**src/rtl/lpaik_isqrt.sv**
```systemverilog
module lpaik_isqrt #(
  parameter int W = 40
) (
  input  logic           clk,
  input  logic           rst_n,
  input  logic           start,
  input  logic [W-1:0]   v_in,
  output logic           done,
  output logic [W/2-1:0] r_out
);

  logic [W-1:0] v_r, r_r, b_r, t;
  logic         busy_r, done_r;

  assign t = r_r + b_r;

  // One result bit per cycle, floor square root
  always_ff @(posedge clk) begin
    if (!rst_n) begin
      busy_r <= 1'b0;
      done_r <= 1'b0;
    end else begin
      done_r <= 1'b0;
      if (start) begin
        v_r    <= v_in;
        r_r    <= '0;
        b_r    <= W'(1) << (W - 2);
        busy_r <= 1'b1;
      end else if (busy_r) begin
        if (v_r >= t) begin
          v_r <= v_r - t;
          r_r <= (r_r >> 1) + b_r;
        end else begin
          r_r <= r_r >> 1;
        end
        b_r <= b_r >> 2;
        if (b_r[0]) begin
          busy_r <= 1'b0;
          done_r <= 1'b1;
        end
      end
    end
  end

  assign done  = done_r;
  assign r_out = r_r[W/2-1:0];

endmodule

```
**config.mk**
```make
export PLATFORM = sky130hd
export DESIGN_NAME = lpaik_isqrt
export DESIGN_NICKNAME = d
export VERILOG_FILES = /design/src/rtl/lpaik_isqrt.sv
export SDC_FILE = /design/constraint.sdc
export NUM_CORES = 1
export LEC_CHECK = 0
export BUFFER_PORTS_ARGS = -buffer_cell sky130_fd_sc_hd__buf_2
export CAP_MARGIN = 20
export CORE_MARGIN = 3
export CORE_UTILIZATION = 25
export CTS_BUF_LIST = sky130_fd_sc_hd__clkbuf_4
export CTS_CLUSTER_SIZE = 8
export DETAILED_ROUTE_END_ITERATION = 7
export PLACE_DENSITY = 0.38
export RECOVER_POWER = 100
export SLEW_MARGIN = 20
export SYNTH_ARGS = -nofsm -noshare
export SYNTH_HDL_FRONTEND = slang
export SYNTH_SLANG_ARGS = --single-unit
```
**constraint.sdc**
```tcl
create_clock -name clk -period 9 [get_ports clk]
set_input_delay 0.9 -clock clk [delete_from_list [all_inputs] [get_ports clk]]
set_output_delay 0.9 -clock clk [all_outputs]
set_load 0.05 [all_outputs]
```
* Word level (Yosys, flattened, before mapping)
Cells that the tools add are included.
Widths: inputs -> output; s select.
** Word-level totals
- Bits in registers :: 102
- Input port bits :: 43
- Output and inout port bits :: 21
- Logic and storage cells :: 26
** Operators by class
- $add $sub $neg :: 3
- Order comparisons :: 1
- Multiplexer cells :: 10
- Bitwise logic cells :: 2
- Reduce and logical (&&, ||, !) cells :: 5
** Operators by type and width (number)
- $mux 40 :: 5
- $add 39x39->40 :: 1
- $add 40x39->40 :: 1
- $ge 40x40->1 :: 1
- $sub 40x40->40 :: 1
- $mux 39 :: 1
- $mux 1 :: 4
- $reduce_bool 2->1 :: 2
- $reduce_and 3->1 :: 1
- $reduce_or 3->1 :: 1
- $not 1->1 :: 2
- $reduce_and 2->1 :: 1

* Longest topological paths before layout
Gate-level depths: netlist (run 1).
- Depth in word-level cells :: 5
- Mapped depth :: 24
- Depth with buffers taken out :: 21

* Worst setup path before layout (run 1)
Ideal clock, no wire load.
- Kind :: reg2reg
- From :: register r_r[18]
- To :: register v_r[0], enable pin
- Library setup time :: 499 ps
- Arrival :: 6808 ps
- Required time :: 8501 ps
- Path slack :: 1693 ps
- Stages on the path, launching flop included :: 21
- Path buffers :: 1
- Clock period less this slack :: 7307 ps
- Cell sequence :: edfxtp_1 ha_1 nand2_1 or3_1 or3_4 o211ai_2 a21oi_2 o21bai_2 a31oi_1 nor2b_1 xnor2_1 ha_1 buf_2 and4_1 nand3_1 nor2_1 o21ai_0 and3_1 nand2_1 nand2_2 a21boi_0
** On the way
- Cells in the longest elaborated chain, start to end :: 4
** Ends and longest elaborated chain
- start, declared :: line 12 : logic [W-1:0] v_r, r_r, b_r, t;
- start signal, assigned :: line 32 : r_r <= (r_r >> 1) + b_r;
- start signal, assigned :: line 34 : r_r <= r_r >> 1;
- $add 40x39->40 :: line 15 : assign t = r_r + b_r;
- $ge 40x40->1 :: line 30 : if (v_r >= t) begin
- $reduce_bool 2->1 (no line)
- $reduce_and 3->1 (no line)
- end signal, assigned :: line 25 : v_r <= v_in;
- end signal, assigned :: line 31 : v_r <= v_r - t;
- end, declared :: line 12
Every way passes these cells.
A chain may end at the register's enable or synchronous reset.

* Worst setup path after layout (run 1)
- From :: register r_r[16]
- To :: register r_r[25] (data pin)
** On the way
- Cells in the longest elaborated chain, start to end :: 4
- Elaborated cells between the ends (all ways) :: 5
- Classes of those cells :: 2 x add/sub; 1 x order compare; 2 x mux
** Ends and longest elaborated chain
- $add 40x39->40 :: line 15
- $ge 40x40->1 :: line 30
- $mux 40 (*) :: line 30
- $mux 40 (*) :: line 29 : end else if (busy_r) begin
Mark *: on every way between the ends. The rest lies on a longest branch, timed or not. The select of a mux whose other input is x is not followed.

==> qor.txt, run 1 <==
status -> finished with violations
failing checks -> max-capacitance violations, max-slew violations
Post-Place Cells -> 1479
Syn. warnings -> 0
post-route insts no fill -> 1495
cell-internal power -> 1.11 mW
final core occ -> 27.4%
Slew Viols, Final -> 249
vias in the first global route -> 7304
combinational group share of total power -> 51.6%
Critical Path Sink Type -> flop
CTS max path bufs -> 2
Die W -> 197 um
met3 capacity usage during global routing -> 2.27%
first-pass GRT wire length -> 43.3 mm
slowest cell on the critical path -> and2_1
Tcrit/Tclk final -> 79.9%
met2 Track Usage GR -> 23.5%
Pleak -> 3.59 nW
FF+latch area -> 0.00304 mm^2
WP data required -> 9.21 ns
Reg clk slew, reported paths -> 0.19 ns
Power Density -> 203 mW/mm^2
Worst Hold Class -> flop to flop
DRC violations left -> 0
syn_nets -> 1128
CP max FO -> 43
Setup Viol. Count Final -> 0
fraction of layout cells with a size suffix above 1 -> 8.52%
gpl congestion -> 0.819
Yosys cell types -> 80
CTS tree -> done
DR vias -> 7434
final hold viol count -> 0
initial drt markers -> 459
Fin Clk Skew -> 0.0373 ns
total CTS buffers -> 9
critical setup path kind -> flop to flop
Reg power frac -> 33.4%
Overall Power -> 1.99 mW
reg2reg path depth -> 20
core area -> 0.0357 mm^2
H-Tree Depth -> 3
Post-DP HPWL -> 20.8 mm
initial antenna violation count -> 1
Post-synth EDFFs -> 100
critical path launch point type -> flop
number of port buffers -> 63
Multi-input gate area -> 0.00561 mm^2
Filler cells -> 3994
Avg Cell Area, Syn -> 9.11 um^2
sequential area share after synthesis -> 33.3%
largest net degree at the start of global routing -> 58
Clock power frac -> 15.0%
CTS sink count -> 102
Die Y -> 197 um
total global-route track usage -> 14.4%
via-per-instance ratio -> 4.97
Switching Power -> 0.880 mW
# IOs -> 64
FF+latch count, synth -> 102
peak supply drop -> 0.0707 mV
critical path's largest stage delay -> 1.60 ns
CTS Root Cell -> clkbuf_4
Setup Total Neg Slack -> 0 ns
f_max -> 139 MHz
die area -> 0.0389 mm^2
slew margin rel. -> -145%
gr ovfl total -> 0
ys flop type -> edfxtp_1
switching part of the total -> 44.3%
post-cts resize count -> 0
CTS Hold Bufs -> 0
Final ANT Viol Nets -> 0
most common cell after layout, fill and taps aside -> nand2_1
row count -> 69
Mapped Area -> 0.00913 mm^2
Min-Delay Path Depth -> 1
total length of routed wires -> 27.6 mm
Setup Fix Bufs, Post-CTS -> 0
Initial DRT Pass Iterations -> 5
fin area -> 0.00979 mm^2
minimum clock period -> 7.19 ns
RSZ-0062 raised after global routing -> no
Max Cap Viol -> 5
commonest non-fill, non-tap cells in the layout -> 113 x nand2_1, 100 x edfxtp_1, 82 x ha_1
clk_lat worst skew -> 0.55 ns
Tightest Pin Transition -> 3.68 ns
met1 usage -> 20.2%
Data arrival, critical path -> 7.41 ns
initial core utilization -> 25.5%
WL/cell -> 18.5 um
area growth from synthesis to layout -> 7.19%
most used routing layer -> met2
Syn Inst Count -> 1002
crit-path cells -> ha_1, nand2_1, or3_1, or3_1, o211ai_1, a21oi_1, o21bai_1, a31oi_1, nor2b_1, xnor2_1, ha_1, and4_1, nand3_1, nor2_1, o21ai_0, and3_1, nand2_1, and2_1, a21o_1, a21oi_1
Placed Area -> 0.00976 mm^2
Final nets -> 1155
post-synthesis async set-or-reset flop share -> 0%
path summary, 6_finish.rpt:
path	from	endpoint	slack, ns
setup / recovery	r_r[16]	r_r[25]	1.81
hold / removal	busy_r	done	0.52
setup reg to reg	r_r[16]	r_r[25]	1.81
hold reg to reg	busy_r	done	0.52
Yosys cell counts (all sizes together) (2+ instances only):
library cell | count | area share [%]
a31o | 9 | 0.86
nor3 | 18 | 1.0
mux2 | 2 | 0.25
nor2 | 77 | 3.2
dfxtp | 2 | 0.44
a2bb2oi | 3 | 0.36
xnor2 | 39 | 3.7
nor4 | 4 | 0.27
nor2b | 36 | 2.5
or4 | 2 | 0.16
o22ai | 2 | 0.14
buf | 32 | 2.6
o2111ai | 5 | 0.48
or3 | 8 | 0.60
a21boi | 6 | 0.49
a221o | 2 | 0.22
and3 | 12 | 0.82
xor2 | 57 | 5.5
a211oi | 25 | 3.0
o21bai | 20 | 1.7
nand4 | 11 | 0.75
o21a | 11 | 0.90
o21ai | 74 | 4.1
or2 | 3 | 0.21
nand2 | 113 | 4.7
edfxtp | 100 | 33
and2 | 10 | 0.69
nand3 | 34 | 1.9
and4 | 2 | 0.19
o211ai | 8 | 0.92
a21oi | 55 | 3.1
clkbuf | 19 | 0.79
a2111oi | 4 | 0.45
o31ai | 10 | 0.88
mux2i | 2 | 0.22
nand2b | 5 | 0.34
a31oi | 34 | 2.6
inv | 25 | 1.0
a21o | 24 | 2.1
ha | 82 | 11
routing by layer:
layer  routed length (um)  up-vias
met1                13800     3565
met2                12800       93
met3                  754       15
met4                  301        0
li1                     -     3761
met5                    0        -
critical path, delay by kind of cell (launching register included):
kind | cells | cell delay [ns]
simple gates | 10 | 4.04
compound gates | 7 | 1.32
fa+ha+maj | 2 | 0.86
flops | 1 | 0.51
xor+xnor | 1 | 0.11
kinds of logic after synthesis:
group / after synthesis / share of synthesized area (%)
AO/OA/AOI/OAI: 303 / 23.6
XOR/XNOR: 96 / 9.21
adder cells (fa/ha/maj): 83 / 11.5
buffers and inverters: 77 / 4.43
flip-flops: 102 / 33.3
multiplexers: 4 / 0.466
AND/OR/NAND/NOR: 337 / 17.5
power groups by stage:
stage               combinational [mW]  clock (mW)  sequential (mW)
global route                      1.15       0.327            0.672
CTS                               1.06       0.315            0.663
global placement                  1.06           0            0.674
detailed placement                1.05           0            0.673
finish                            1.03       0.298            0.663
floorplan                        0.827           0            0.653
metrics by stage:
step                hold slack [ns]  setup slack (ns)
global route                  0.523              1.01
global placement              0.462              2.40
floorplan                     0.454              1.69
finish                        0.521              1.81
detailed placement            0.476              2.21
CTS                           0.517              2.16
state kept, by name, summed over array words and instances, names as in the netlist:
signal / cells
done: 1
r_r: 40
b_r: 20
v_r: 40
busy_r: 1
layout make-up:
type	count	area share, %
inverters	26	0.997
clock inverters	4	0.741
well taps	461	5.89
multi-input cells	823	57.3
clock buffers	11	0.844
diodes	1	0.0256
flip-flops and latches	102	31.1
repair buffers	67	3.13
Power figures use the tool's default switching activity.
==> inputs of run 2 (changes only) <==
Clock period 9 ns to 7.21 ns, I/O delays scaled along.
==> run 2 against run 1 <==
The run still ends with max-capacitance violations, max-slew violations left. Critical endpoint is now r_r[30]. Combinational power rose by 23%. Sequential share of layout area fell by 0.18 points. Critical path type unchanged. Clock skew shrank 0.0076 ns. Register-to-register slack worse by 0.89 ns. Maximum frequency grew 14%.
==> qor.txt, run 2 (synthesized netlist as in run 1, its figures left out) <==
Placed Area -> 0.00983 mm^2 (+0.64%)
largest net degree at the start of global routing -> 63 (+8.6%)
clk_lat worst skew -> 0.53 ns (-0.02 ns)
CP max FO -> 26 (-40%)
post-cts resize count -> 0 (unchanged)
gpl congestion -> 0.807 (-1.4%)
initial antenna violation count -> 1 (unchanged)
vias in the first global route -> 7506 (+2.8%)
Tightest Pin Transition -> 3.76 ns (+0.0791 ns)
initial core utilization -> 25.5% (unchanged)
f_max -> 159 MHz (+14%)
Final nets -> 1157 (+0.17%)
Setup Viol. Count Final -> 0 (unchanged)
Data arrival, critical path -> 6.63 ns (-0.78 ns)
Power Density -> 251 mW/mm^2 (+24%)
row count -> 69 (unchanged)
gr ovfl total -> 0 (unchanged)
Setup Fix Bufs, Post-CTS -> 0 (unchanged)
WL/cell -> 18.5 um (about the same)
DR vias -> 7451 (+0.23%)
total global-route track usage -> 14.4% (+0.027 points)
DRC violations left -> 0 (unchanged)
top flop regs -> r_r (40), v_r (40), b_r (20)
Max Cap Viol -> 4 (-1)
failing checks -> max-capacitance violations, max-slew violations
die area -> 0.0389 mm^2 (unchanged)
minimum clock period -> 6.30 ns (-0.899 ns)
initial drt markers -> 378 (-18%)
Tcrit/Tclk final -> 87.3% (+7.4 points)
fraction of layout cells with a size suffix above 1 -> 9.27% (+0.75 points)
CTS sink count -> 102 (unchanged)
via-per-instance ratio -> 4.97 (about the same)
Fin Clk Skew -> 0.0297 ns (-0.00757 ns)
Initial DRT Pass Iterations -> 4 (-1)
Post-Place Cells -> 1481 (+0.14%)
Slew Viols, Final -> 210 (-16%)
# IOs -> 64 (unchanged)
peak supply drop -> 0.0923 mV (+30%)
fin area -> 0.00984 mm^2 (+0.58%)
final hold viol count -> 0 (unchanged)
post-route insts no fill -> 1498 (+0.20%)
critical path launch point type -> flop
total length of routed wires -> 27.7 mm (+0.25%)
number of port buffers -> 63 (unchanged)
core area -> 0.0357 mm^2 (unchanged)
Setup Total Neg Slack -> 0 ns (unchanged)
total CTS buffers -> 9 (unchanged)
CTS tree -> done
commonest non-fill, non-tap cells in the layout -> 111 x nand2_1, 100 x edfxtp_1, 79 x ha_1
area growth from synthesis to layout -> 7.81%
Register-to-Register Setup Slack -> 0.91 ns (-0.89 ns)
slew margin rel. -> -151% (-5.3 points)
CTS Hold Bufs -> 0 (unchanged)
most common cell after layout, fill and taps aside -> nand2_1
CTS max path bufs -> 2 (unchanged)
Critical Path Sink Type -> flop
H-Tree Depth -> 3 (unchanged)
Die Y -> 197 um (unchanged)
RSZ-0062 raised after global routing -> no
first-pass GRT wire length -> 43.6 mm (+0.72%)
WP data required -> 7.54 ns (-1.67 ns)
Overall Power -> 2.47 mW (+25%)
Post-DP HPWL -> 21.0 mm (+0.89%)
Final ANT Viol Nets -> 0 (unchanged)
Reg clk slew, reported paths -> 0.18 ns (about the same)
critical setup path kind -> flop to flop
Worst Hold Class -> input port to flop
CTS Root Cell -> clkbuf_4
status -> finished with violations
Pleak -> 3.60 nW (+0.31%)
Die W -> 197 um (unchanged)
run 2: changes by cell type in the layout (fill, tap and decap cells not counted), sizes merged:
cell,change
clkinv,+3
clkbuf,+1
clkinvlp,-1
run 2: per-stage QoR:
| step | setup slack [ns] | hold WS [ns] | util, % |
|---|---|---|---|
| 6_report | 0.915 | 0.443 | 27.5 |
| 5_1_grt | 0.403 | 0.413 | 27.5 |
| 4_1_cts | 1.08 | 0.402 | 27.9 |
| 3_5_place_dp | 1.15 | 0.469 | 27.5 |
| 3_3_place_gp | 1.22 | 0.464 | 27.5 |
| 2_1_floorplan | 0.0200 | 0.454 | - |
run 2: layer usage:
| layer | vias up | routed length [um] | track usage (%) |
|---|---|---|---|
| li1 | 3772 | - | - |
| met1 | 3585 | 14000 | 20.2 |
| met2 | 85 | 12900 | 24.1 |
| met3 | 9 | 634 | 1.91 |
| met4 | 0 | 202 | 2.38 |
| met5 | - | 0 | 0 |
run 2: where the power goes:
group | switching [mW] | total [mW] | internal, mW
sequential | 0.0710 | 0.832 | 0.761
clock | 0.228 | 0.369 | 0.141
combinational | 0.798 | 1.27 | 0.476
total | 1.10 | 2.47 | 1.38
run 2: layout make-up:
class | count | area [um^2]
clock buffers | 10 | 75.1
well taps | 461 | 577
fillers | 3945 | 25900
diodes | 1 | 2.50
flip-flops and latches | 102 | 3040
inverters | 26 | 97.6
repair buffers | 69 | 314
multi-input cells | 823 | 5660
clock inverters | 6 | 76.3
run 2: worst paths after layout:
kind                             start      end  cells after the start
worst max-delay path            b_r[0]  r_r[30]                     19
worst min register to register  busy_r     done                      1
worst max register to register  b_r[0]  r_r[30]                     19
worst min-delay path             rst_n     done                      2
run 2: critical path: stages (launching register included):
cell and delay [ns]:
edfxtp_1 0.50, ha_1 0.26, ha_1 0.22, a21oi_1 0.22, o21bai_1 0.13, a31oi_1 0.59, o21bai_1 0.23, a31oi_1 0.26
nor2_1 0.06, o21ai_0 0.20, xor2_1 0.29, ha_1 0.30, nand4_1 0.18, or2_0 0.32, o221a_1 0.36, o211ai_4 0.51
and2_2 0.65, clkbuf_1 0.49, nor2_1 0.12, a211oi_2 0.20
