## src/rtl/lpaik_pkg.sv

```systemverilog
package lpaik_pkg;

  // Default build values
  localparam int FRAC_BITS_DEF    = 16;
  localparam int CORDIC_STEPS_DEF = 16;
  localparam int DURATION_RESET   = 500;

  // Fixed datapath widths
  localparam int POS_W     = 19;   // point coordinate, signed
  localparam int ZW        = 34;   // CORDIC angle accumulator, Q30 radians
  localparam int IW        = 52;   // CORDIC operand width at the port
  localparam int CW        = 56;   // CORDIC internal x/y width
  localparam int MAW       = 36;   // shared multiplier operand A, signed
  localparam int MBW       = 25;   // shared multiplier operand B, signed
  localparam int PW        = MAW + MBW;
  localparam int NW        = 36;   // path divider dividend width
  localparam int DW        = 16;   // path divider divisor width
  localparam int TABLE_LEN = 24;

  localparam int K_BASE = 5730;
  localparam int K_ARM  = 11460;

  typedef logic signed [POS_W-1:0] pos_t;
  typedef logic signed [ZW-1:0] ang_t;

  localparam ang_t PI_Q30 = 34'sd3373259426;

  localparam ang_t ATAN_TAB [TABLE_LEN] = '{
    34'sd843314857, 34'sd497837830, 34'sd263043837, 34'sd133525159,
    34'sd67021687,  34'sd33543515,  34'sd16775850,  34'sd8388438,
    34'sd4194283,   34'sd2097150,   34'sd1048576,   34'sd524288,
    34'sd262144,    34'sd131072,    34'sd65536,     34'sd32768,
    34'sd16384,     34'sd8192,      34'sd4096,      34'sd2048,
    34'sd1024,      34'sd512,       34'sd256,       34'sd128
  };

  typedef enum logic [1:0] {
    C_IDLE,
    C_NORM,
    C_ITER
  } cst_t;

  typedef enum logic [4:0] {
    S_IDLE,
    S_ADV,
    S_PMUL,
    S_PDIV_GO,
    S_PDIV_W,
    S_ANG_GO,
    S_ANG_W,
    S_ANG_MUL,
    S_ANG_FIN,
    S_SQX,
    S_SQY,
    S_SQZ,
    S_SQSUM,
    S_CHK,
    S_RT1_GO,
    S_RT1_W,
    S_RT2_GO,
    S_RT2_W,
    S_SMUL,
    S_RT3_GO,
    S_RT3_W,
    S_DMUL,
    S_NMUL,
    S_NZ,
    S_EMIT
  } st_t;

endpackage

```

## src/rtl/lpaik_cordic.sv

```systemverilog
module lpaik_cordic #(
  parameter int STEPS = lpaik_pkg::CORDIC_STEPS_DEF
) (
  input  logic                            clk,
  input  logic                            rst_n,
  input  logic                            start,
  input  logic signed [lpaik_pkg::IW-1:0] y_in,
  input  logic signed [lpaik_pkg::IW-1:0] x_in,
  output logic                            done,
  output logic signed [lpaik_pkg::ZW-1:0] z_out
);
  import lpaik_pkg::*;

  localparam int N   = (STEPS < TABLE_LEN) ? STEPS : TABLE_LEN;
  localparam int IXW = $clog2(TABLE_LEN);
  localparam logic signed [CW-1:0] NORM_MIN = CW'(longint'(1) << 40);

  cst_t                   cst_r;
  logic signed [CW-1:0]   x_r, y_r;
  ang_t                   z_r;
  logic [IXW-1:0]         i_r;
  logic                   done_r;
  logic signed [CW-1:0]   ay, m, dx, dy;

  // Magnitude bound and shifted terms of the current step
  always_comb begin
    ay = (y_r < 0) ? -y_r : y_r;
    m  = (x_r > ay) ? x_r : ay;
    dx = y_r >>> i_r;
    dy = x_r >>> i_r;
  end

  // Fold into the right half plane, scale up, then rotate toward the x axis
  always_ff @(posedge clk) begin
    if (!rst_n) begin
      cst_r  <= C_IDLE;
      done_r <= 1'b0;
    end else begin
      done_r <= 1'b0;
      unique case (cst_r)
        C_IDLE: begin
          if (start) begin
            if (x_in == '0 && y_in == '0) begin
              z_r    <= '0;
              done_r <= 1'b1;
            end else if (x_in < 0) begin
              z_r   <= (y_in >= 0) ? PI_Q30 : -PI_Q30;
              x_r   <= -CW'(x_in);
              y_r   <= -CW'(y_in);
              cst_r <= C_NORM;
            end else begin
              z_r   <= '0;
              x_r   <= CW'(x_in);
              y_r   <= CW'(y_in);
              cst_r <= C_NORM;
            end
          end
        end
        C_NORM: begin
          if (m < NORM_MIN) begin
            x_r <= x_r <<< 1;
            y_r <= y_r <<< 1;
          end else begin
            i_r   <= '0;
            cst_r <= C_ITER;
          end
        end
        C_ITER: begin
          if (y_r > 0) begin
            x_r <= x_r + dx;
            y_r <= y_r - dy;
            z_r <= z_r + ATAN_TAB[i_r];
          end else begin
            x_r <= x_r - dx;
            y_r <= y_r + dy;
            z_r <= z_r - ATAN_TAB[i_r];
          end
          if (i_r == IXW'(N - 1)) begin
            cst_r  <= C_IDLE;
            done_r <= 1'b1;
          end else begin
            i_r <= i_r + 1'b1;
          end
        end
        default: cst_r <= C_IDLE;
      endcase
    end
  end

  assign done  = done_r;
  assign z_out = z_r;

endmodule

```

## config.mk

```make
export PLATFORM = sky130hd
export DESIGN_NAME = lpaik_cordic
export DESIGN_NICKNAME = d
export VERILOG_FILES = /design/src/rtl/lpaik_pkg.sv /design/src/rtl/lpaik_cordic.sv
export SDC_FILE = /design/constraint.sdc
export NUM_CORES = 2
export LEC_CHECK = 0
export BUFFER_PORTS_ARGS = -buffer_cell sky130_fd_sc_hd__buf_2
export CAP_MARGIN = 10
export CORE_MARGIN = 4
export CORE_UTILIZATION = 45
export DETAILED_ROUTE_END_ITERATION = 10
export PLACE_DENSITY = 0.63
export SYNTH_ARGS = -nofsm -noshare
export SYNTH_HDL_FRONTEND = slang
export SYNTH_SLANG_ARGS = --single-unit
```

## constraint.sdc

```tcl
create_clock -name clk -period 14 [get_ports clk]
set_clock_uncertainty 0.2 [all_clocks]
set_input_delay 0.7 -clock clk [delete_from_list [all_inputs] [get_ports clk]]
set_output_delay 0.7 -clock clk [all_outputs]
set_load 0.1 [all_outputs]
```

---- Word-level counts from Yosys, hierarchy flattened ----
Memory sizes are Yosys's and may differ from the RTL's.
Index checks and enable logic that the tools add are counted.
W data, S select, Z words.
word-level totals
  flip-flop bits (word level) ............. 154
  bits in read-only memories .............. 1088
  input port bits ......................... 107
  output and inout port bits .............. 35
  logic and storage cells ................. 81
  memories ................................ 1
memory list
  name              depth  bits a word  read ports  clocked after Yosys merged registers in  write ports  line                source
  (name not given)  32     34           1           0                                        0            lpaik_cordic.sv:76  z_r <= z_r - ATAN_TAB[i_r];
cells by class
  add/sub/neg operators ................... 10
  magnitude comparators ................... 7
  eq/ne operators ......................... 9
  shift operators ......................... 2
  muxes and demuxes ....................... 34
  bitwise logic cells ..................... 1
  reductions and logical operators ........ 11
operator list
  kind                    count
  $mux W56                12
  $pmux W56 S3            2
  $mux W34                7
  $add A56 B56 Y56        2
  $neg A52 Y56            2
  $sshr A56 B5 Y56        2
  $sub A56 B56 Y56        2
  $logic_not A52 Y1       2
  $pmux W34 S2            1
  $gt A56 B1 Y1 const B   1
  $gt A56 B56 Y1          1
  $lt A56 B1 Y1 const B   1
  $lt A56 B42 Y1 const B  1
  $neg A56 Y56            1
  $ge A52 B1 Y1 const B   1
  $lt A52 B1 Y1 const B   1
  $add A34 B34 Y34        1
  $sub A34 B34 Y34        1
  $ne A2 B2 Y1 const B    6
  $mux W5                 2
  $pmux W5 S2             1
  $mux W2                 4
  $reduce_and A4 Y1       2
  $ge A6 B6 Y1 const B    1
  14 further kinds        17

---- Longest topological paths before layout ----
  depth after elaboration ................. 7
  depth in mapped cells ................... 32
  mapped depth without buffers ............ 25

---- Least setup slack after synthesis ----
No wires, ideal clock.
  kind .................................... register to register
  start point ............................. register y_r[13]
  end point ............................... register x_r[0] (enable)
  setup time .............................. 621 ps
  arrival ................................. 10263 ps
  setup slack ............................. 2917 ps
  cell stages (with the launch flop) ...... 21
  buffers on the path ..................... 2
  clock period less this slack ............ 11083 ps
  path through ............................ edfxtp_1 clkbuf_1 or4_1 nor4_1 and4_1 clkbuf_1 nand3_1 or3_1 o41ai_1 xor2_1 ha_1 nand2_1 nor3_1 nand3_1 or3_1 nor4_1 nor2b_1 mux2i_1 mux2i_1 inv_1 a21oi_1
on the way
  cells in the longest elaborated chain, start to end .. 7
RTL lines
  what                                           line                source
  from (decl)                                    lpaik_cordic.sv:19  logic signed [CW-1:0] x_r, y_r;
  from (signal assigned)                         lpaik_cordic.sv:49  y_r <= -CW'(y_in);
  from (signal assigned)                         lpaik_cordic.sv:54  y_r <= CW'(y_in);
  from (signal assigned)                         lpaik_cordic.sv:62  y_r <= y_r <<< 1;
  $neg A56 Y56 or $lt A56 B1 Y1 (tied branches)  lpaik_cordic.sv:27  ay = (y_r < 0) ? -y_r : y_r;
  $mux W56 *                                     lpaik_cordic.sv:27
  $gt A56 B56 Y1                                 lpaik_cordic.sv:28  m = (x_r > ay) ? x_r : ay;
  $mux W56 *                                     lpaik_cordic.sv:28
  $lt A56 B42 Y1 *                               lpaik_cordic.sv:60  if (m < NORM_MIN) begin
  $ne A2 B2 Y1 (no source line) *                --
  $reduce_and A5 Y1 (no source line) *           --
  to (signal assigned)                           lpaik_cordic.sv:61  x_r <= x_r <<< 1;
  to (signal assigned)                           lpaik_cordic.sv:70  x_r <= x_r + dx;
  to (signal assigned)                           lpaik_cordic.sv:74  x_r <= x_r - dx;
  to (decl)                                      lpaik_cordic.sv:19
Every way passes the cells marked *; elsewhere a longest branch is shown, timed or not.
A chain may end at the register's enable or synchronous reset.

---- Worst setup path in the final report ----
  start point ............................. register i_r[1]
  end point ............................... register x_r[55], data pin
on the way
  cells in the longest elaborated chain, start to end .. 4
RTL lines
  what                                                  line                                    source
  from (decl)                                           lpaik_cordic.sv:21                      logic [IXW-1:0] i_r;
  from (signal assigned)                                lpaik_cordic.sv:82                      i_r <= i_r + 1'b1;
  $sshr A56 B5 Y56 *                                    lpaik_cordic.sv:29                      dx = y_r >>> i_r;
  $sub A56 B56 Y56 or $add A56 B56 Y56 (tied branches)  lpaik_cordic.sv:74, lpaik_cordic.sv:70
  $mux W56 *                                            lpaik_cordic.sv:69                      if (y_r > 0) begin
  $pmux W56 S3 *                                        lpaik_cordic.sv:40                      unique case (cst_r)
  to (signal assigned)                                  lpaik_cordic.sv:48                      x_r <= -CW'(x_in);
  to (signal assigned)                                  lpaik_cordic.sv:70
  to (signal assigned)                                  lpaik_cordic.sv:74
Marked as above.

==> flow_summary.yaml <==
timing:
  finalHoldViolCount: 0
  tns_ns: 0
  setup_violations: 0
  worst_slew_pin_slew_ns: 1.12
  fin_crit_ns: 9.67
  rsz0062_at_grt: "false"
  fmax_mhz: 103
  slew_headroom: 0.235
  min_period_over_period: 0.691
  drv_slew: 0
critical_path:
  endpoint_kind: "flop"
  arrival_ns: 9.73
  crit_required_ns: 14.05
  crit_type: "reg -> reg"
  worstSetupStartpointType: "flop"
  cp_max_fo: 149
hold_path:
  hp-class: "in -> reg"
grt:
  grt_pass1_wl_mm: 205
  grt_overflow: 0
  grt_usage: 0.356
  grt_max_degree: 150
  grt_antenna_before_repair: 8
  grt_pass1_vias: 31500
status:
  status: "completed"
synth:
  ys_ff_latch: 154
  avgSynthCellArea_sq_um: 8.19
  syn-num-nets: 4232
  ys_warn_count: 0
  synth_edf_count: 151
  seq_area_frac_synth: 0.144
  async_reset_ff_frac: 0
  synth_ff_type: "edfxtp_1"
  syn-cell-area_sq_um: 32000
  syn_inst: 3904
  synth_cell_type_count: 102
cts:
  clockBufferDepth: 2
  clk_pin_slew_ns: 0.07
  cts-root-buf: "clkbuf_16"
  clk-insertion-delay-late_ns: 0.52
  cts_sinks: 154
  hold_buffers: 0
  cts_tree: "built"
  numCtsBuffers: 17
  cts_resized: 0
  h-tree-depth: 4
  post_cts_buffers: 0
drt:
  drt_first_pass_iters: 6
  ant_nets: 0
  dr.first_iter.drc_count: 4081
  finalWirelength_mm: 139
  via_per_inst: 6.98
  vias: 33500
  wl_per_cell_microns: 28.9
  drc: 0
die:
  num_rows: 97
  die_h_microns: 275
  initial_core_util: 0.455
  die_w_microns: 275
  dieArea_sq_um: 75400
  io_pins: 142
  core_area_sq_um: 70300
placement:
  portBuffers: 141
  gp_congestion: 1.06
  dp_hpwl_mm: 105
flow_run:
  maxCapViolCount: 0
finish:
  drive_gt1_frac: 0.139
  syn2layout_area_growth_pct: 5.63
  multi_input_area_sq_um: 25800
  seqCellArea_sq_um: 4590
  final_nets: 4169
  nFillCells: 6901
final timing paths:
check,end,cells past startpoint,slack (ns),from
hold / removal,cst_r[1],2,0.30,rst_n
setup reg to reg,x_r[55],23,4.33,i_r[1]
hold reg to reg,cst_r[0],2,0.31,cst_r[0]
setup / recovery,x_r[55],23,4.33,i_r[1]
critical path, cell delays in order, from the launching register on:
cell and delay [ns]:
edfxtp_1 0.37, buf_12 0.61, buf_4 0.79, mux4_1 0.79
mux4_2 0.54, a221o_1 0.38, nor4_2 0.33, nand2_1 0.11
nor3_1 0.91, nand4_1 0.53, nor2_1 0.62, a22o_1 0.43
xnor2_1 0.16, o21ai_0 0.11, ha_1 0.37, a21o_1 0.18
a21oi_1 0.21, nor3b_1 0.26, nand3_1 0.20, a31oi_1 0.38
a21oi_1 0.19, a31oi_1 0.25, xor2_1 0.16, o21ai_1 0.07
metal layers:
| layer | part of all wire | routed length (microns) | global-route usage | up-vias |
|---|---|---|---|---|
| met1 | 0.40 | 54900 | 0.459 | 16100 |
| met3 | 0.10 | 14300 | 0.0887 | 520 |
| li1 | - | - | - | 14900 |
| met2 | 0.43 | 59600 | 0.541 | 1991 |
| met4 | 0.071 | 9920 | 0.213 | 2 |
| met5 | 0.000094 | 13 | 0 | - |
area by class of cell:
class | instances | share of cell area
Multi-Input combinational cell | 3369 | 0.764
Sequential cell | 154 | 0.136
Timing Repair Buffer | 212 | 0.0381
Tap cell | 940 | 0.0348
Clock buffer | 17 | 0.0126
Inverter | 87 | 0.00970
Clock inverter | 15 | 0.00441
Antenna cell | 6 | 0.000444
per-stage QoR:
step                      instance area (sq um)  hold slack [ns]  setup WS [ns]  instances   util
final                                     33800            0.301           4.33       4800  0.481
after global routing                      33800            0.306           4.09       4796  0.481
after CTS                                 33800            0.276           4.60       4794  0.481
after detailed placement                  33200            0.304           4.63       4762  0.472
after global placement                    33200            0.294           4.62       4761  0.472
after floorplan                           32000            0.269           2.92       3904      -
cell families after synthesis:
| kind of cell | count (synthesis) | synth area share |
|---|---|---|
| AOI/OAI and AO/OA | 1241 | 0.257 |
| DFF | 154 | 0.144 |
| muxes | 349 | 0.170 |
| adders and majority gates | 221 | 0.0872 |
| buffers and inverters | 381 | 0.0520 |
| and+or+nand+nor | 1147 | 0.177 |
| xor gates and xnor gates | 411 | 0.113 |
flip-flops by register name, summed over array words and instances, names as in the netlist:
register / cells
cst_r: 2
done: 1
i_r: 5
x_r: 56
y_r: 56
z_out: 34
synthesized netlist by cell type, drive strengths merged, types with 11 or more instances:
| library cell | instances | share of area |
|---|---|---|
| or2 | 28 | 0.0056 |
| or3 | 44 | 0.0086 |
| nand3 | 85 | 0.013 |
| clkbuf | 189 | 0.022 |
| nor2b | 42 | 0.0082 |
| o21ai | 263 | 0.041 |
| nor3b | 17 | 0.0041 |
| or4 | 20 | 0.0048 |
| a21oi | 270 | 0.042 |
| o21a | 38 | 0.0089 |
| nor2 | 231 | 0.028 |
| nand3b | 14 | 0.0033 |
| buf | 105 | 0.020 |
| o21bai | 28 | 0.0066 |
| nand2b | 48 | 0.0095 |
| a221o | 11 | 0.0034 |
| inv | 83 | 0.0097 |
| a22oi | 41 | 0.0096 |
| xnor2 | 185 | 0.051 |
| nand4 | 39 | 0.0076 |
| mux4 | 148 | 0.10 |
| a221oi | 35 | 0.0098 |
| nand2 | 371 | 0.044 |
| o31ai | 56 | 0.013 |
| and2 | 33 | 0.0065 |
| mux2i | 128 | 0.040 |
| ha | 218 | 0.085 |
| mux2 | 73 | 0.026 |
| xor2 | 225 | 0.062 |
| o22ai | 63 | 0.012 |
| nor4 | 32 | 0.0067 |
| nor3 | 78 | 0.012 |
| a21boi | 14 | 0.0033 |
| o221ai | 60 | 0.017 |
| a32oi | 11 | 0.0030 |
| o41ai | 25 | 0.0068 |
| a21o | 93 | 0.022 |
| and3 | 37 | 0.0072 |
| a211oi | 39 | 0.0095 |
| and4 | 11 | 0.0030 |
| edfxtp | 151 | 0.14 |
| o211ai | 19 | 0.0045 |
| a31oi | 66 | 0.013 |
layout by cell type, fill, tap and decap left out, types with 29 or more instances in the layout:
cell      instances
buf_4            67
o21ai_0         259
nand2_1         368
or3_1            44
nor2b_1          40
mux4_2          147
xor2_1          225
mux2_2           72
nand2b_1         47
nand4_1          39
nor4_1           29
a22oi_1          41
a211oi_1         37
o221ai_1         59
and2_1           32
mux2i_1         128
buf_2           141
ha_1            215
xnor2_1         185
a21o_1           93
a21oi_1         268
edfxtp_1        151
a31oi_1          66
o22ai_1          63
o31ai_1          56
and3_1           37
o21a_1           38
nand3_1          85
nor2_1          228
nor3_1           77
a221oi_1         34
inv_1            80
Power is left out: the tool's default activity adds up to more than one toggle a clock period on the data nets, which glitch-free logic cannot reach.
