### src/rtl/lpaik_pkg.sv
package lpaik_pkg;

  // Default build values
  localparam int FRAC_BITS_DEF    = 16;
  localparam int CORDIC_STEPS_DEF = 16;
  localparam int DURATION_RESET   = 500;

  // Fixed datapath widths
  localparam int POS_W     = 19;   // point coordinate, signed
  localparam int ZW        = 34;   // CORDIC angle accumulator, Q30 radians
  localparam int IW        = 52;   // CORDIC operand width at the port
  localparam int CW        = 56;   // CORDIC internal x/y width
  localparam int MAW       = 36;   // shared multiplier operand A, signed
  localparam int MBW       = 25;   // shared multiplier operand B, signed
  localparam int PW        = MAW + MBW;
  localparam int NW        = 36;   // path divider dividend width
  localparam int DW        = 16;   // path divider divisor width
  localparam int TABLE_LEN = 24;

  localparam int K_BASE = 5730;
  localparam int K_ARM  = 11460;

  typedef logic signed [POS_W-1:0] pos_t;
  typedef logic signed [ZW-1:0] ang_t;

  localparam ang_t PI_Q30 = 34'sd3373259426;

  localparam ang_t ATAN_TAB [TABLE_LEN] = '{
    34'sd843314857, 34'sd497837830, 34'sd263043837, 34'sd133525159,
    34'sd67021687,  34'sd33543515,  34'sd16775850,  34'sd8388438,
    34'sd4194283,   34'sd2097150,   34'sd1048576,   34'sd524288,
    34'sd262144,    34'sd131072,    34'sd65536,     34'sd32768,
    34'sd16384,     34'sd8192,      34'sd4096,      34'sd2048,
    34'sd1024,      34'sd512,       34'sd256,       34'sd128
  };

  typedef enum logic [1:0] {
    C_IDLE,
    C_NORM,
    C_ITER
  } cst_t;

  typedef enum logic [4:0] {
    S_IDLE,
    S_ADV,
    S_PMUL,
    S_PDIV_GO,
    S_PDIV_W,
    S_ANG_GO,
    S_ANG_W,
    S_ANG_MUL,
    S_ANG_FIN,
    S_SQX,
    S_SQY,
    S_SQZ,
    S_SQSUM,
    S_CHK,
    S_RT1_GO,
    S_RT1_W,
    S_RT2_GO,
    S_RT2_W,
    S_SMUL,
    S_RT3_GO,
    S_RT3_W,
    S_DMUL,
    S_NMUL,
    S_NZ,
    S_EMIT
  } st_t;

endpackage

### src/rtl/lpaik_div.sv
module lpaik_div (
  input  logic                    clk,
  input  logic                    rst_n,
  input  logic                    start,
  input  logic [lpaik_pkg::NW-1:0] num,
  input  logic [lpaik_pkg::DW-1:0] den,
  output logic                    done,
  output logic [lpaik_pkg::NW-1:0] quo
);
  import lpaik_pkg::*;

  localparam int CNW = $clog2(NW + 1);

  logic [DW:0]    rem_r, rs;
  logic [DW-1:0]  den_r;
  logic [NW-1:0]  q_r;
  logic [CNW-1:0] cnt_r;
  logic           busy_r, done_r, ge;

  // Shift in the next dividend bit and try a subtract
  always_comb begin
    rs = {rem_r[DW-1:0], q_r[NW-1]};
    ge = (rs >= {1'b0, den_r});
  end

  always_ff @(posedge clk) begin
    if (!rst_n) begin
      busy_r <= 1'b0;
      done_r <= 1'b0;
    end else begin
      done_r <= 1'b0;
      if (start) begin
        rem_r  <= '0;
        q_r    <= num;
        den_r  <= den;
        cnt_r  <= CNW'(NW);
        busy_r <= 1'b1;
      end else if (busy_r) begin
        rem_r <= ge ? (rs - {1'b0, den_r}) : rs;
        q_r   <= {q_r[NW-2:0], ge};
        cnt_r <= cnt_r - 1'b1;
        if (cnt_r == CNW'(1)) begin
          busy_r <= 1'b0;
          done_r <= 1'b1;
        end
      end
    end
  end

  assign done = done_r;
  assign quo  = q_r;

endmodule

### config.mk
export PLATFORM = sky130hd
export DESIGN_NAME = lpaik_div
export DESIGN_NICKNAME = d
export VERILOG_FILES = /design/src/rtl/lpaik_pkg.sv /design/src/rtl/lpaik_div.sv
export SDC_FILE = /design/constraint.sdc
export NUM_CORES = 1
export LEC_CHECK = 0
export ABC_AREA = 0
export BUFFER_PORTS_ARGS = -buffer_cell sky130_fd_sc_hd__buf_2
export CAP_MARGIN = 20
export CORE_MARGIN = 2
export CORE_UTILIZATION = 25
export CTS_BUF_LIST = sky130_fd_sc_hd__clkbuf_4
export CTS_CLUSTER_DIAMETER = 60
export CTS_CLUSTER_SIZE = 12
export DETAILED_ROUTE_END_ITERATION = 8
export GPL_TIMING_DRIVEN = 0
export PLACE_DENSITY = 0.45
export SYNTH_ARGS = -nofsm -noshare
export SYNTH_HDL_FRONTEND = slang
export SYNTH_SLANG_ARGS = --single-unit
### constraint.sdc
create_clock -name clk -period 5.1 [get_ports clk]
set_input_delay 0.51 -clock clk [delete_from_list [all_inputs] [get_ports clk]]
set_output_delay 0.51 -clock clk [all_outputs]
set_load 0.03 [all_outputs]
; ---- Yosys cells after proc, flatten, opt, wreduce, memory -nomap -nowiden
; Cells that the tools add are included.
[classes]
n_mux = 9
bitwise = 2
add_sub_neg = 2
reduce_logical = 4
eq_ne = 1
magnitude_cmp = 1
[op_table]
columns = operator, n
row1 = 36-bit two-way mux, 2
row2 = 16-bit two-way mux, 2
row3 = 17-bit by 16-bit greater-or-equal comparator with 1-bit output, 1
row4 = 16-bit subtractor, 1
row5 = "6-bit by 1-bit equality test with 1-bit output, second input constant", 1
row6 = 6-bit two-way mux, 1
row7 = "6-bit by 1-bit subtractor with 6-bit output, second input constant", 1
row8 = 1-bit two-way mux, 4
row9 = 2-bit AND reduction, 2
row10 = 3-bit OR reduction, 1
row11 = 1-bit inverter, 2
row12 = 2-bit nonzero test, 1
[totals]
out_inout_bits = 37
regBits = 76
elab_cells = 25
in_bits = 55

; ---- Depth between registers and ports, before layout
; Gate-level depths: netlist of the first run.
[logic_depth]
word_depth = 4
ltp_mapped = 9
depth_no_buf = 9

; ---- Least setup slack after synthesis of the first run
; No wires, ideal clock.
[synth_timing]
path_kind = input to register
startpoint = in start
endpoint = reg cnt_r[0], enable pin
t_required_ps = 4679
arrival_ps = 2215
path_slack_ps = 2464
stages = 2
path_buffers = 1
setup_time_ps = 421
path_cell_list = clkbuf_1 o21a_1
[synth_between]
elab_chain_cells = 2
[synth_rtl]
columns = item, line_no
row1 = from (decl), lpaik_div.sv:4  ; input logic start,
row2 = 2-bit nonzero test (no line), --
row3 = 2-bit AND reduction (no line), --
row4 = to (signal assigned), lpaik_div.sv:36  ; cnt_r <= CNW'(NW);
row5 = to (signal assigned), lpaik_div.sv:41  ; cnt_r <= cnt_r - 1'b1;
row6 = to (decl), lpaik_div.sv:17  ; logic [CNW-1:0] cnt_r;
; No other way between the ends.
; A chain may end at the register's enable or synchronous reset.

; ---- Worst setup path after layout of the first run
[layout_timing]
startpoint = reg rem_r[13]
endpoint = reg rem_r[12], data pin
[layout_between]
elab_chain_cells = 3
[layout_rtl]
columns = item, line_no
row1 = from (decl), lpaik_div.sv:14  ; logic [DW:0] rem_r, rs;
row2 = from (signal assigned), lpaik_div.sv:39  ; rem_r <= ge ? (rs - {1'b0, den_r}) : rs;
row3 = 17-bit by 16-bit greater-or-equal comparator with 1-bit output, lpaik_div.sv:23  ; ge = (rs >= {1'b0, den_r});
row4 = 16-bit two-way mux, lpaik_div.sv:39
row5 = 16-bit two-way mux, lpaik_div.sv:38  ; end else if (busy_r) begin
; No other way between the ends. The select of a mux whose other input is x is not followed.

==> results of run 1 <==
cells by family after synthesis:
group,synth area share (%)
buffers and inverters,3.35
AOI/OAI and AO/OA,13.5
DFF,55.1
and+or+nand+nor,9.94
adders and majority gates,5.98
xor gates and xnor gates,1.71
muxes,10.4
layout make-up:
cell class	count	share of cell area, %
Clock inverter	7	2.00
Multi-Input combinational cell	222	34.2
Buffer	9	1.18
Tap cell	216	5.41
Inverter	21	1.58
Clock buffer	9	1.35
Timing Repair Buffer	90	9.01
Sequential cell	76	45.3
routing by layer:
layer	wire length [um]	track usage, %	part of all wire [%]
met1	4570	15.2	47
met2	4230	18.0	43
met3	826	5.04	8.5
met4	131	4.59	1.3
met5	11	0	0.11
worst max path at each step:
stage / to / depth (start not counted) / slack [ns]
finish: rem_r[12]$_SDFFCE_PP0P_ / 7 / 2.35
global route: rem_r[12]$_SDFFCE_PP0P_ / 7 / 2.18
floorplan: cnt_r[0]$_SDFFCE_PP0P_ / 2 / 2.46
detailed placement: rem_r[15]$_SDFFCE_PP0P_ / 7 / 2.34
CTS: rem_r[12]$_SDFFCE_PP0P_ / 7 / 2.32
global placement: rem_r[8]$_SDFFCE_PP0P_ / 2 / 1.47
metrics by stage:
stage,instance area (um2),instances,setup WS [ns]
2_1_floorplan,4100,328,2.46
3_3_place_gp,4820,634,1.47
3_5_place_dp,4830,634,2.34
4_1_cts,5000,650,2.32
5_1_grt,5000,650,2.18
6_report,5000,650,2.35
sequential cells by signal (all words and copies together), names as in the netlist:
register,count
done,1
cnt_r,6
rem_r,16
busy_r,1
quo,36
den_r,16
report_power, final:
group          switching [mW]  leakage, nW  total (mW)  internal (mW)
logic                   0.219         1.15       0.371          0.152
registers              0.0234        0.722       0.770          0.746
clock network           0.238       0.0905       0.440          0.202
total                   0.480         1.97        1.58           1.10
placed cells by master (no fill, tap or decap), types with 3 or more instances in the layout:
cell / instances
nand3b_1: 3
a211o_1: 3
a21o_1: 3
o211ai_1: 4
xnor2_1: 4
o31ai_1: 3
edfxtp_1: 74
inv_1: 21
buf_6: 3
o22ai_1: 5
clkinv_4: 3
nor2_1: 15
clkbuf_4: 9
a211oi_1: 5
nor3_1: 8
nand3_1: 11
ha_1: 18
nor2b_1: 3
xor2_1: 4
mux2_2: 37
and3_1: 3
a21oi_1: 20
buf_2: 92
and2_1: 3
or3_1: 3
o21a_1: 5
nand2_1: 15
o21ai_0: 17
worst max-delay path: cells and delay by family, from the launching register on:
| family | cells | cell delay (ns) |
|---|---|---|
| DFF | 1 | 0.42 |
| AOI/OAI and AO/OA | 5 | 1.50 |
| and+or+nand+nor | 1 | 0.15 |
| adders and majority gates | 1 | 0.42 |
==> metrics.md, run 1 <==
| Metric | Value |
|---|---|
| Status | finished clean |
| Post-Syn Area per Cell | 12.5 um2 |
| HPWL Detailed | 6880 um |
| Cell Pwr Density | 316 nW/um2 |
| Slew headroom | 39.4% |
| Worst min path class | in -> reg |
| Crit Reg-Reg Startpoint | rem_r[13]$_SDFFCE_PP0P_ |
| Hold path depth | 1 |
| Multi-input logic area | 1710 um2 |
| # resized after CTS | 0 |
| CP Data Required Time | 5.29 ns |
| Vias in the first global route | 3201 |
| Global-route wire length before repair | 16400 um |
| P_leak | 1.97 nW |
| Netlist cell types | 51 |
| Crit share post-route | 53.8% |
| Synth area leader | edfxtp_1 |
| IO Count | 92 |
| Clock Root Buffer | clkbuf_4 |
| Post-synthesis net count | 402 |
| Cell with the most instances after synthesis | edfxtp_1 |
| Synthesized area | 4100 um2 |
| Router iterations before antenna repair | 4 |
| DRC | 0 |
| Slowest stage delay, CP | 0.48 ns |
| Antenna viol nets, final | 0 |
| Register Area | 2260 um2 |
| Final WL | 9770 um |
| Antenna Cells | 0 |
| FF+latch count, synth | 76 |
| Clock Skew | 0.0223 ns |
| Longest Clk Path Bufs | 2 |
| Worst Hold Slack | 0.220 ns |
| Largest net degree at the start of global routing | 60 |
| CP Class | reg -> reg |
| Final setup violation count | 0 |
| Num CTS Buffers | 9 |
| RSZ-0062 raised after global routing | false |
| Synth top area share | 54.2% |
| Drt initial violations | 118 |
| Pins Over Slew Limit | 0 |
| Critical Path Start Type | register |
| Seq/Total Area, Yosys | 55.1% |
| Tot Pwr | 1.58 mW |
| CP max-delay cell | o21ai_0 |
| Primary FF master, synth | edfxtp_1 |
| Crit. Startpoint | rem_r[13]$_SDFFCE_PP0P_ |
| Cts hold-fix bufs | 0 |
| Clock sink count | 76 |
| Mapped Cells | 328 |
| Max_cap viols | 0 |
| Worst Setup End Kind | register |
| Fin crit period | 2.75 ns |
| Min-delay src | den[9] |
| DIE WIDTH | 132 um |
| Reg2Reg Setup Slack | 2.35 ns |
| Critical-path cell list | ha_1 > a21o_1 > a211o_1 > a31oi_2 > nand2_1 > o21ai_0 > o22ai_1 |
| Layout area overhead | 21.8% |
| H-tree Lvls | 3 |
| CTS tree | built |
| Top post-synthesis cells by count | edfxtp_1 (74), mux2_2 (37), inv_1 (21) |
| Layout cells sized above 1 | 36.4% |
| Max Fanout on Critical Path | 6 |
| Setup TNS | 0 ns |
| Core area | 15900 um2 |
| Via count | 2962 |
| Setup bufs post-CTS | 0 |
| Full die area | 17500 um2 |
| Total gr overflow | 0 |
| Total track usage | 11.9% |
| Endpoints failing hold | 0 |
| Largest cells by area after synthesis | edfxtp_1 (54%), mux2_2 (10%), ha_1 (5.5%) |
| Critical Path AT | 2.94 ns |
| FMAX | 364 MHz |
| R2r worst-path depth | 7 |
| Row cnt | 46 |
| VDD IR max | 145 uV |
| Antenna violations before repair | 1 |
| Hold endpoint | den_r[9]$_DFFE_PP_ |
| Worst Tran Pin Value | 0.910 ns |
| GP Congestion | 0.810 |
| Reg-to-Reg End | rem_r[12]$_SDFFCE_PP0P_ |
| Nets | 503 |
| Async set or reset register ratio after synthesis | 0% |
| DR WL/cell | 15.0 um |
| Starting Density | 25.7% |
| Worst-skew pair later-pin latency | 0.46 ns |
| Final design utilization | 31.4% |
| Die Height | 132 um |
| PortBufs | 90 |
| Number of fill cells in the layout | 1685 |
| Post-synth EDFFs | 74 |
| Clock transition at path regs | 0.15 ns |
| YS warnings | 0 |
| Vias per cell | 4.56 |
(Power assumes the default switching activity.)
==> run 2: changes to the inputs <==
clock period = 2.6 ns   (was 5.1 ns; I/O delays follow)
==> run 2 against run 1 <==
Combinational power is 110% higher. Via count up 2.5%. Sequential cell count is the same. Clock power rose by 97%. Sequential share of layout area is 2.1 points lower. Hold slack got worse by 0.17 ns. Cell count up 2.9%. Utilization up 1.5 points. Global-route usage up 0.057 points.
==> metrics.md, run 2 (synthesized netlist as in run 1, its figures left out) <==
| Metric | Value |
|---|---|
| Commonest cells after routing, fill and taps aside | buf_2 (91), edfxtp_1 (74), mux2_2 (37) (was buf_2 (92), edfxtp_1 (74), mux2_2 (37)) |
| Critical Path AT | 2.70 ns (was 2.94 ns) |
| Core area | 15900 um2 (unchanged) |
| CP Data Required Time | 2.82 ns (was 5.29 ns) |
| Total gr overflow | 0 (unchanged) |
| DIE WIDTH | 132 um (unchanged) |
| Via count | 3036 (was 2962) |
| Slowest stage delay, CP | 0.42 ns (was 0.48 ns) |
| FMAX | 404 MHz (was 364 MHz) |
| H-tree Lvls | 3 (unchanged) |
| Full die area | 17500 um2 (unchanged) |
| Cell Pwr Density | 601 nW/um2 (was 316 nW/um2) |
| PortBufs | 90 (unchanged) |
| Max Fanout on Critical Path | 10 (was 6) |
| CTS tree | built (unchanged) |
| Clock sink count | 76 (unchanged) |
| Drt initial violations | 118 (unchanged) |
| Max_cap viols | 0 (unchanged) |
| Router iterations before antenna repair | 4 (unchanged) |
| Starting Density | 25.7% (unchanged) |
| CP max-delay cell | edfxtp_1 (was o21ai_0) |
| Commonest non-fill, non-tap cell in the layout | buf_2 (unchanged) |
| RSZ-0062 raised after global routing | false (unchanged) |
| Clock Skew | 0.0240 ns (was 0.0223 ns) |
| Total track usage | 12.0% (was 11.9%) |
| CP Class | reg -> reg (unchanged) |
| Worst Setup End Kind | register (unchanged) |
| Max reg flops | 36 (unchanged) |
| Pins Over Slew Limit | 0 (unchanged) |
| DRC | 0 (unchanged) |
| Clock transition at path regs | 0.14 ns (was 0.15 ns) |
| Tot Pwr | 3.15 mW (was 1.58 mW) |
| Status | finished clean (unchanged) |
| Critical Path Start Type | register (unchanged) |
| Endpoints failing hold | 0 (unchanged) |
| Worst-skew pair later-pin latency | 0.46 ns (about the same) |
| Antenna Cells | 0 (unchanged) |
| Top delay family on crit path | compound AO/OA/AOI/OAI gates (unchanged) |
| Slew headroom | 39.4% (about the same) |
| Antenna violations before repair | 0 (was 1) |
| IO Count | 92 (unchanged) |
| HPWL Detailed | 6880 um (unchanged) |
| CP bufs+invs | 1 (was 0) |
| Critical-path cell list | ha_2 > a21o_1 > a211o_1 > a31oi_4 > and2_1 > buf_6 > nand2_4 > mux2_2 (was ha_1 > a21o_1 > a211o_1 > a31oi_2 > nand2_1 > o21ai_0 > o22ai_1) |
| Number of fill cells in the layout | 1673 (was 1685) |
| Fin crit period | 2.48 ns (was 2.75 ns) |
| Longest Clk Path Bufs | 2 (unchanged) |
| P_leak | 2.05 nW (was 1.97 nW) |
| Layout area overhead | 27.8% (was 21.8%) |
| Row cnt | 46 (unchanged) |
| Vias in the first global route | 3256 (was 3201) |
| Multi-input logic area | 1770 um2 (was 1710 um2) |
| Worst Tran Pin Value | 0.910 ns (about the same) |
| Worst min path class | in -> reg (unchanged) |
| GP Congestion | 0.810 (unchanged) |
| DR WL/cell | 14.8 um (was 15.0 um) |
| Layout cells sized above 1 | 37.5% (was 36.4%) |
| Num CTS Buffers | 9 (unchanged) |
| Clock Root Buffer | clkbuf_4 (unchanged) |
| Vias per cell | 4.54 (was 4.56) |
| Global-route wire length before repair | 16500 um (was 16400 um) |
| Antenna viol nets, final | 0 (unchanged) |
| Final WL | 9870 um (was 9770 um) |
| Setup TNS | 0 ns (unchanged) |
| Nets | 522 (was 503) |
| Final setup violation count | 0 (unchanged) |
| Register Area | 2260 um2 (unchanged) |
| Die Height | 132 um (unchanged) |
| Crit share post-route | 95.3% (was 53.8%) |
| Largest net degree at the start of global routing | 60 (unchanged) |
| VDD IR max | 288 uV (was 145 uV) |
==> run 2: changes by cell type in the layout (fill, tap and decap cells not counted), sizes merged <==
cell | before | now
buf | 97 | 99
clkbuf | 11 | 12
dlygate4sd3 | 0 | 16
==> run 2: layout make-up <==
| type | instances | share of cell area [%] |
|---|---|---|
| flip-flops and latches | 76 | 43.2 |
| clock inverters | 7 | 1.91 |
| well taps | 216 | 5.16 |
| multi-input cells | 222 | 33.7 |
| plain buffers | 9 | 1.17 |
| inverters | 21 | 1.50 |
| clock buffers | 9 | 1.29 |
| repair buffers | 109 | 12.1 |
==> run 2: final timing paths <==
check	start	end	slack (ns)	depth (start not counted)
setup reg to reg	rem_r[13]$_SDFFCE_PP0P_	quo[0]$_DFFE_PP_	0.12	8
hold reg to reg	busy_r$_SDFF_PN0_	done$_SDFF_PP0_	0.49	2
setup / recovery	rem_r[13]$_SDFFCE_PP0P_	quo[0]$_DFFE_PP_	0.12	8
hold / removal	rst_n	done$_SDFF_PP0_	0.05	3
==> run 2: report_power, final <==
group	internal (mW)	switching, mW
combinational	0.328	0.444
sequential	1.46	0.0470
clock	0.396	0.471
==> run 2: metrics by stage <==
step	hold WS, ns	utilization (%)	cell area (um2)	cells	setup slack (ns)
global placement	0.440	30.3	4820	634	-0.780
CTS	0.00299	32.5	5180	667	0.0366
detailed placement	0.439	30.3	4830	634	-0.163
global route	0.00643	32.9	5240	669	0.00451
floorplan	0.359	-	4100	328	0.214
finish	0.0513	32.9	5240	669	0.122
==> run 2: per-layer routing <==
metal  up-vias  routed length [um]  global-route usage, %
met3         9                 739                   4.69
met2        87                4300                   18.1
met5         -                   0                      0
li1       1493                   -                      -
met1      1447                4700                   15.5
met4         0                 126                   4.59
==> run 2: worst register-to-register path: cells and delay by family (launching register included) <==
kind	cells	cell delay [ns]
adders and majority gates	1	0.36
DFF	1	0.42
muxes	1	0.30
and+or+nand+nor	2	0.28
buffers and inverters	1	0.16
AOI/OAI and AO/OA	3	0.74
==> run 2: what timing repair did <==
action                                 CTS  global route
endpoints found under the hold margin   16             0
setup endpoints to repair                9            16
hold buffers                            16             0
gates resized for setup                  4            10
pin swaps                                1             4
setup buffers                            1             2
==> run 3: changes to the inputs <==
PLACE_DENSITY = unset   (was 0.45)
==> run 3 against run 2 <==
Hold slack gained 0.027 ns. Routed wire length is 0.26% lower. Worst setup slack lost 0.038 ns. Via count is 2.7% higher. Utilization is the same. Count of clock-buffer cells in the layout stayed put. First-iteration DRC count grew 75%. Sequential cell count is the same. Sequential share of layout area unchanged. Largest cell class unchanged.
==> metrics.md, run 3 (synthesized netlist as in run 1, its figures left out) <==
| Metric | Value |
|---|---|
| Die Height | 132 um (unchanged) |
| Worst-skew pair later-pin latency | 0.47 ns (was 0.46 ns) |
| Router iterations before antenna repair | 5 (was 4) |
| Commonest cells after routing, fill and taps aside | buf_2 (91), edfxtp_1 (74), mux2_2 (37) (unchanged) |
| Clock sink count | 76 (unchanged) |
| Slowest stage delay, CP | 0.47 ns (was 0.42 ns) |
| H-tree Lvls | 3 (unchanged) |
| Layout area overhead | 27.8% (unchanged) |
| Total gr overflow | 0 (unchanged) |
| Antenna Cells | 0 (unchanged) |
| Worst min path class | in -> reg (unchanged) |
| Global-route wire length before repair | 16100 um (was 16500 um) |
| Full die area | 17500 um2 (unchanged) |
| Longest Clk Path Bufs | 2 (unchanged) |
| DIE WIDTH | 132 um (unchanged) |
| Max_cap viols | 0 (unchanged) |
| Setup TNS | 0 ns (unchanged) |
| WP depth | 8 (unchanged) |
| Num CTS Buffers | 9 (unchanged) |
| Pins Over Slew Limit | 0 (unchanged) |
| Clock Skew | 0.0192 ns (was 0.0240 ns) |
| HPWL Detailed | 6960 um (was 6880 um) |
| Max reg flops | 36 (unchanged) |
| CP max-delay cell | edfxtp_1 (unchanged) |
| Crit share post-route | 96.7% (was 95.3%) |
| Tot Pwr | 3.06 mW (was 3.15 mW) |
| Core area | 15900 um2 (unchanged) |
| Antenna violations before repair | 0 (unchanged) |
| Endpoints failing hold | 0 (unchanged) |
| Hold path depth | 2 (was 3) |
| Fin crit period | 2.52 ns (was 2.48 ns) |
| P_leak | 2.06 nW (was 2.05 nW) |
| DRC | 0 (unchanged) |
| Starting Density | 25.7% (unchanged) |
| Worst Hold Slack | 0.0780 ns (was 0.0513 ns) |
| Nets | 527 (was 522) |
| Layout cells sized above 1 | 36.7% (was 37.5%) |
| Antenna viol nets, final | 0 (unchanged) |
| Drt initial violations | 207 (was 118) |
| DR WL/cell | 14.6 um (was 14.8 um) |
| Final WL | 9850 um (was 9870 um) |
| Total track usage | 11.6% (was 12.0%) |
| Critical-path cell list | ha_4 > a21o_1 > a211o_1 > a31oi_4 > and2_1 > buf_6 > nand2_4 > mux2_2 (was ha_2 > a21o_1 > a211o_1 > a31oi_4 > and2_1 > buf_6 > nand2_4 > mux2_2) |
| RSZ-0062 raised after global routing | true (was false) |
| Status | finished clean (unchanged) |
| Cell Pwr Density | 584 nW/um2 (was 601 nW/um2) |
| FMAX | 398 MHz (was 404 MHz) |
| VDD IR max | 345 uV (was 288 uV) |
| Worst Tran Pin Value | 0.873 ns (was 0.910 ns) |
| Critical Path AT | 2.76 ns (was 2.70 ns) |
| CP Class | reg -> reg (unchanged) |
| Commonest non-fill, non-tap cell in the layout | buf_2 (unchanged) |
| Number of fill cells in the layout | 1647 (was 1673) |
| Largest net degree at the start of global routing | 39 (was 60) |
| Non-filler cells, final | 674 (was 669) |
| Final setup violation count | 0 (unchanged) |
| Max Fanout on Critical Path | 10 (unchanged) |
| Worst Setup End Kind | register (unchanged) |
| CTS tree | built (unchanged) |
| Slew headroom | 41.8% (was 39.4%) |
| DP Cell Count | 635 (was 634) |
| Clock transition at path regs | 0.14 ns (about the same) |
| Critical Path Start Type | register (unchanged) |
| GP Congestion | 0.799 (was 0.810) |
| IO Count | 92 (unchanged) |
| Via count | 3119 (was 3036) |
| Top delay family on crit path | compound AO/OA/AOI/OAI gates (unchanged) |
| R2r worst-path depth | 8 (unchanged) |
| CP Data Required Time | 2.84 ns (was 2.82 ns) |
| Final design utilization | 32.9% (unchanged) |
| CP bufs+invs | 1 (unchanged) |
| Clock Root Buffer | clkbuf_4 (unchanged) |
| Vias per cell | 4.63 (was 4.54) |
| Row cnt | 46 (unchanged) |
| PortBufs | 90 (unchanged) |
| Vias in the first global route | 3172 (was 3256) |
run 3: where the power goes:
part | internal (mW) | switching [mW] | total (mW)
registers | 1.46 | 0.0465 | 1.51
logic | 0.329 | 0.443 | 0.772
clock network | 0.297 | 0.481 | 0.778
run 3: routing by layer:
| metal | vias up | part of all wire [%] | track usage, % |
|---|---|---|---|
| li1 | 1511 | - | - |
| met1 | 1505 | 45 | 13.8 |
| met2 | 89 | 47 | 19.2 |
| met3 | 14 | 6.4 | 4.38 |
| met4 | 0 | 1.7 | 3.99 |
| met5 | - | 0 | 0 |
run 3: worst paths after layout:
kind | start | endpoint | slack [ns]
max | rem_r[13]$_SDFFCE_PP0P_ | quo[0]$_DFFE_PP_ | 0.08
max reg2reg | rem_r[13]$_SDFFCE_PP0P_ | quo[0]$_DFFE_PP_ | 0.08
min | num[1] | quo[1]$_DFFE_PP_ | 0.08
min reg2reg | busy_r$_SDFF_PN0_ | done$_SDFF_PP0_ | 0.45
run 3: final cells by class:
| cell class | instances | area, um2 | area share [%] |
|---|---|---|---|
| clock buffers | 9 | 67.6 | 1.29 |
| repair buffers | 114 | 686 | 13.1 |
| clock inverters | 7 | 73.8 | 1.41 |
| multi-input cells | 222 | 1740 | 33.2 |
| plain buffers | 9 | 61.3 | 1.17 |
| inverters | 21 | 78.8 | 1.50 |
| flip-flops and latches | 76 | 2260 | 43.2 |
| well taps | 216 | 270 | 5.16 |
run 3: repair_timing:
action / in CTS / in global routing
setup endpoints to repair: 7 / 16
resized for setup: 3 / 6
pin swaps: 0 / 1
gates cloned: 0 / 0
hold buffers: 17 / 0
hold endpoints to repair: 17 / 0
buffers inserted: 0 / 6
run 3: through the flow:
stage	cell area, um2	setup slack, ns
global route	5240	-0.00572
CTS	5170	0.0202
floorplan	4100	0.214
detailed placement	4840	-0.0783
finish	5240	0.0846
global placement	4820	-0.748
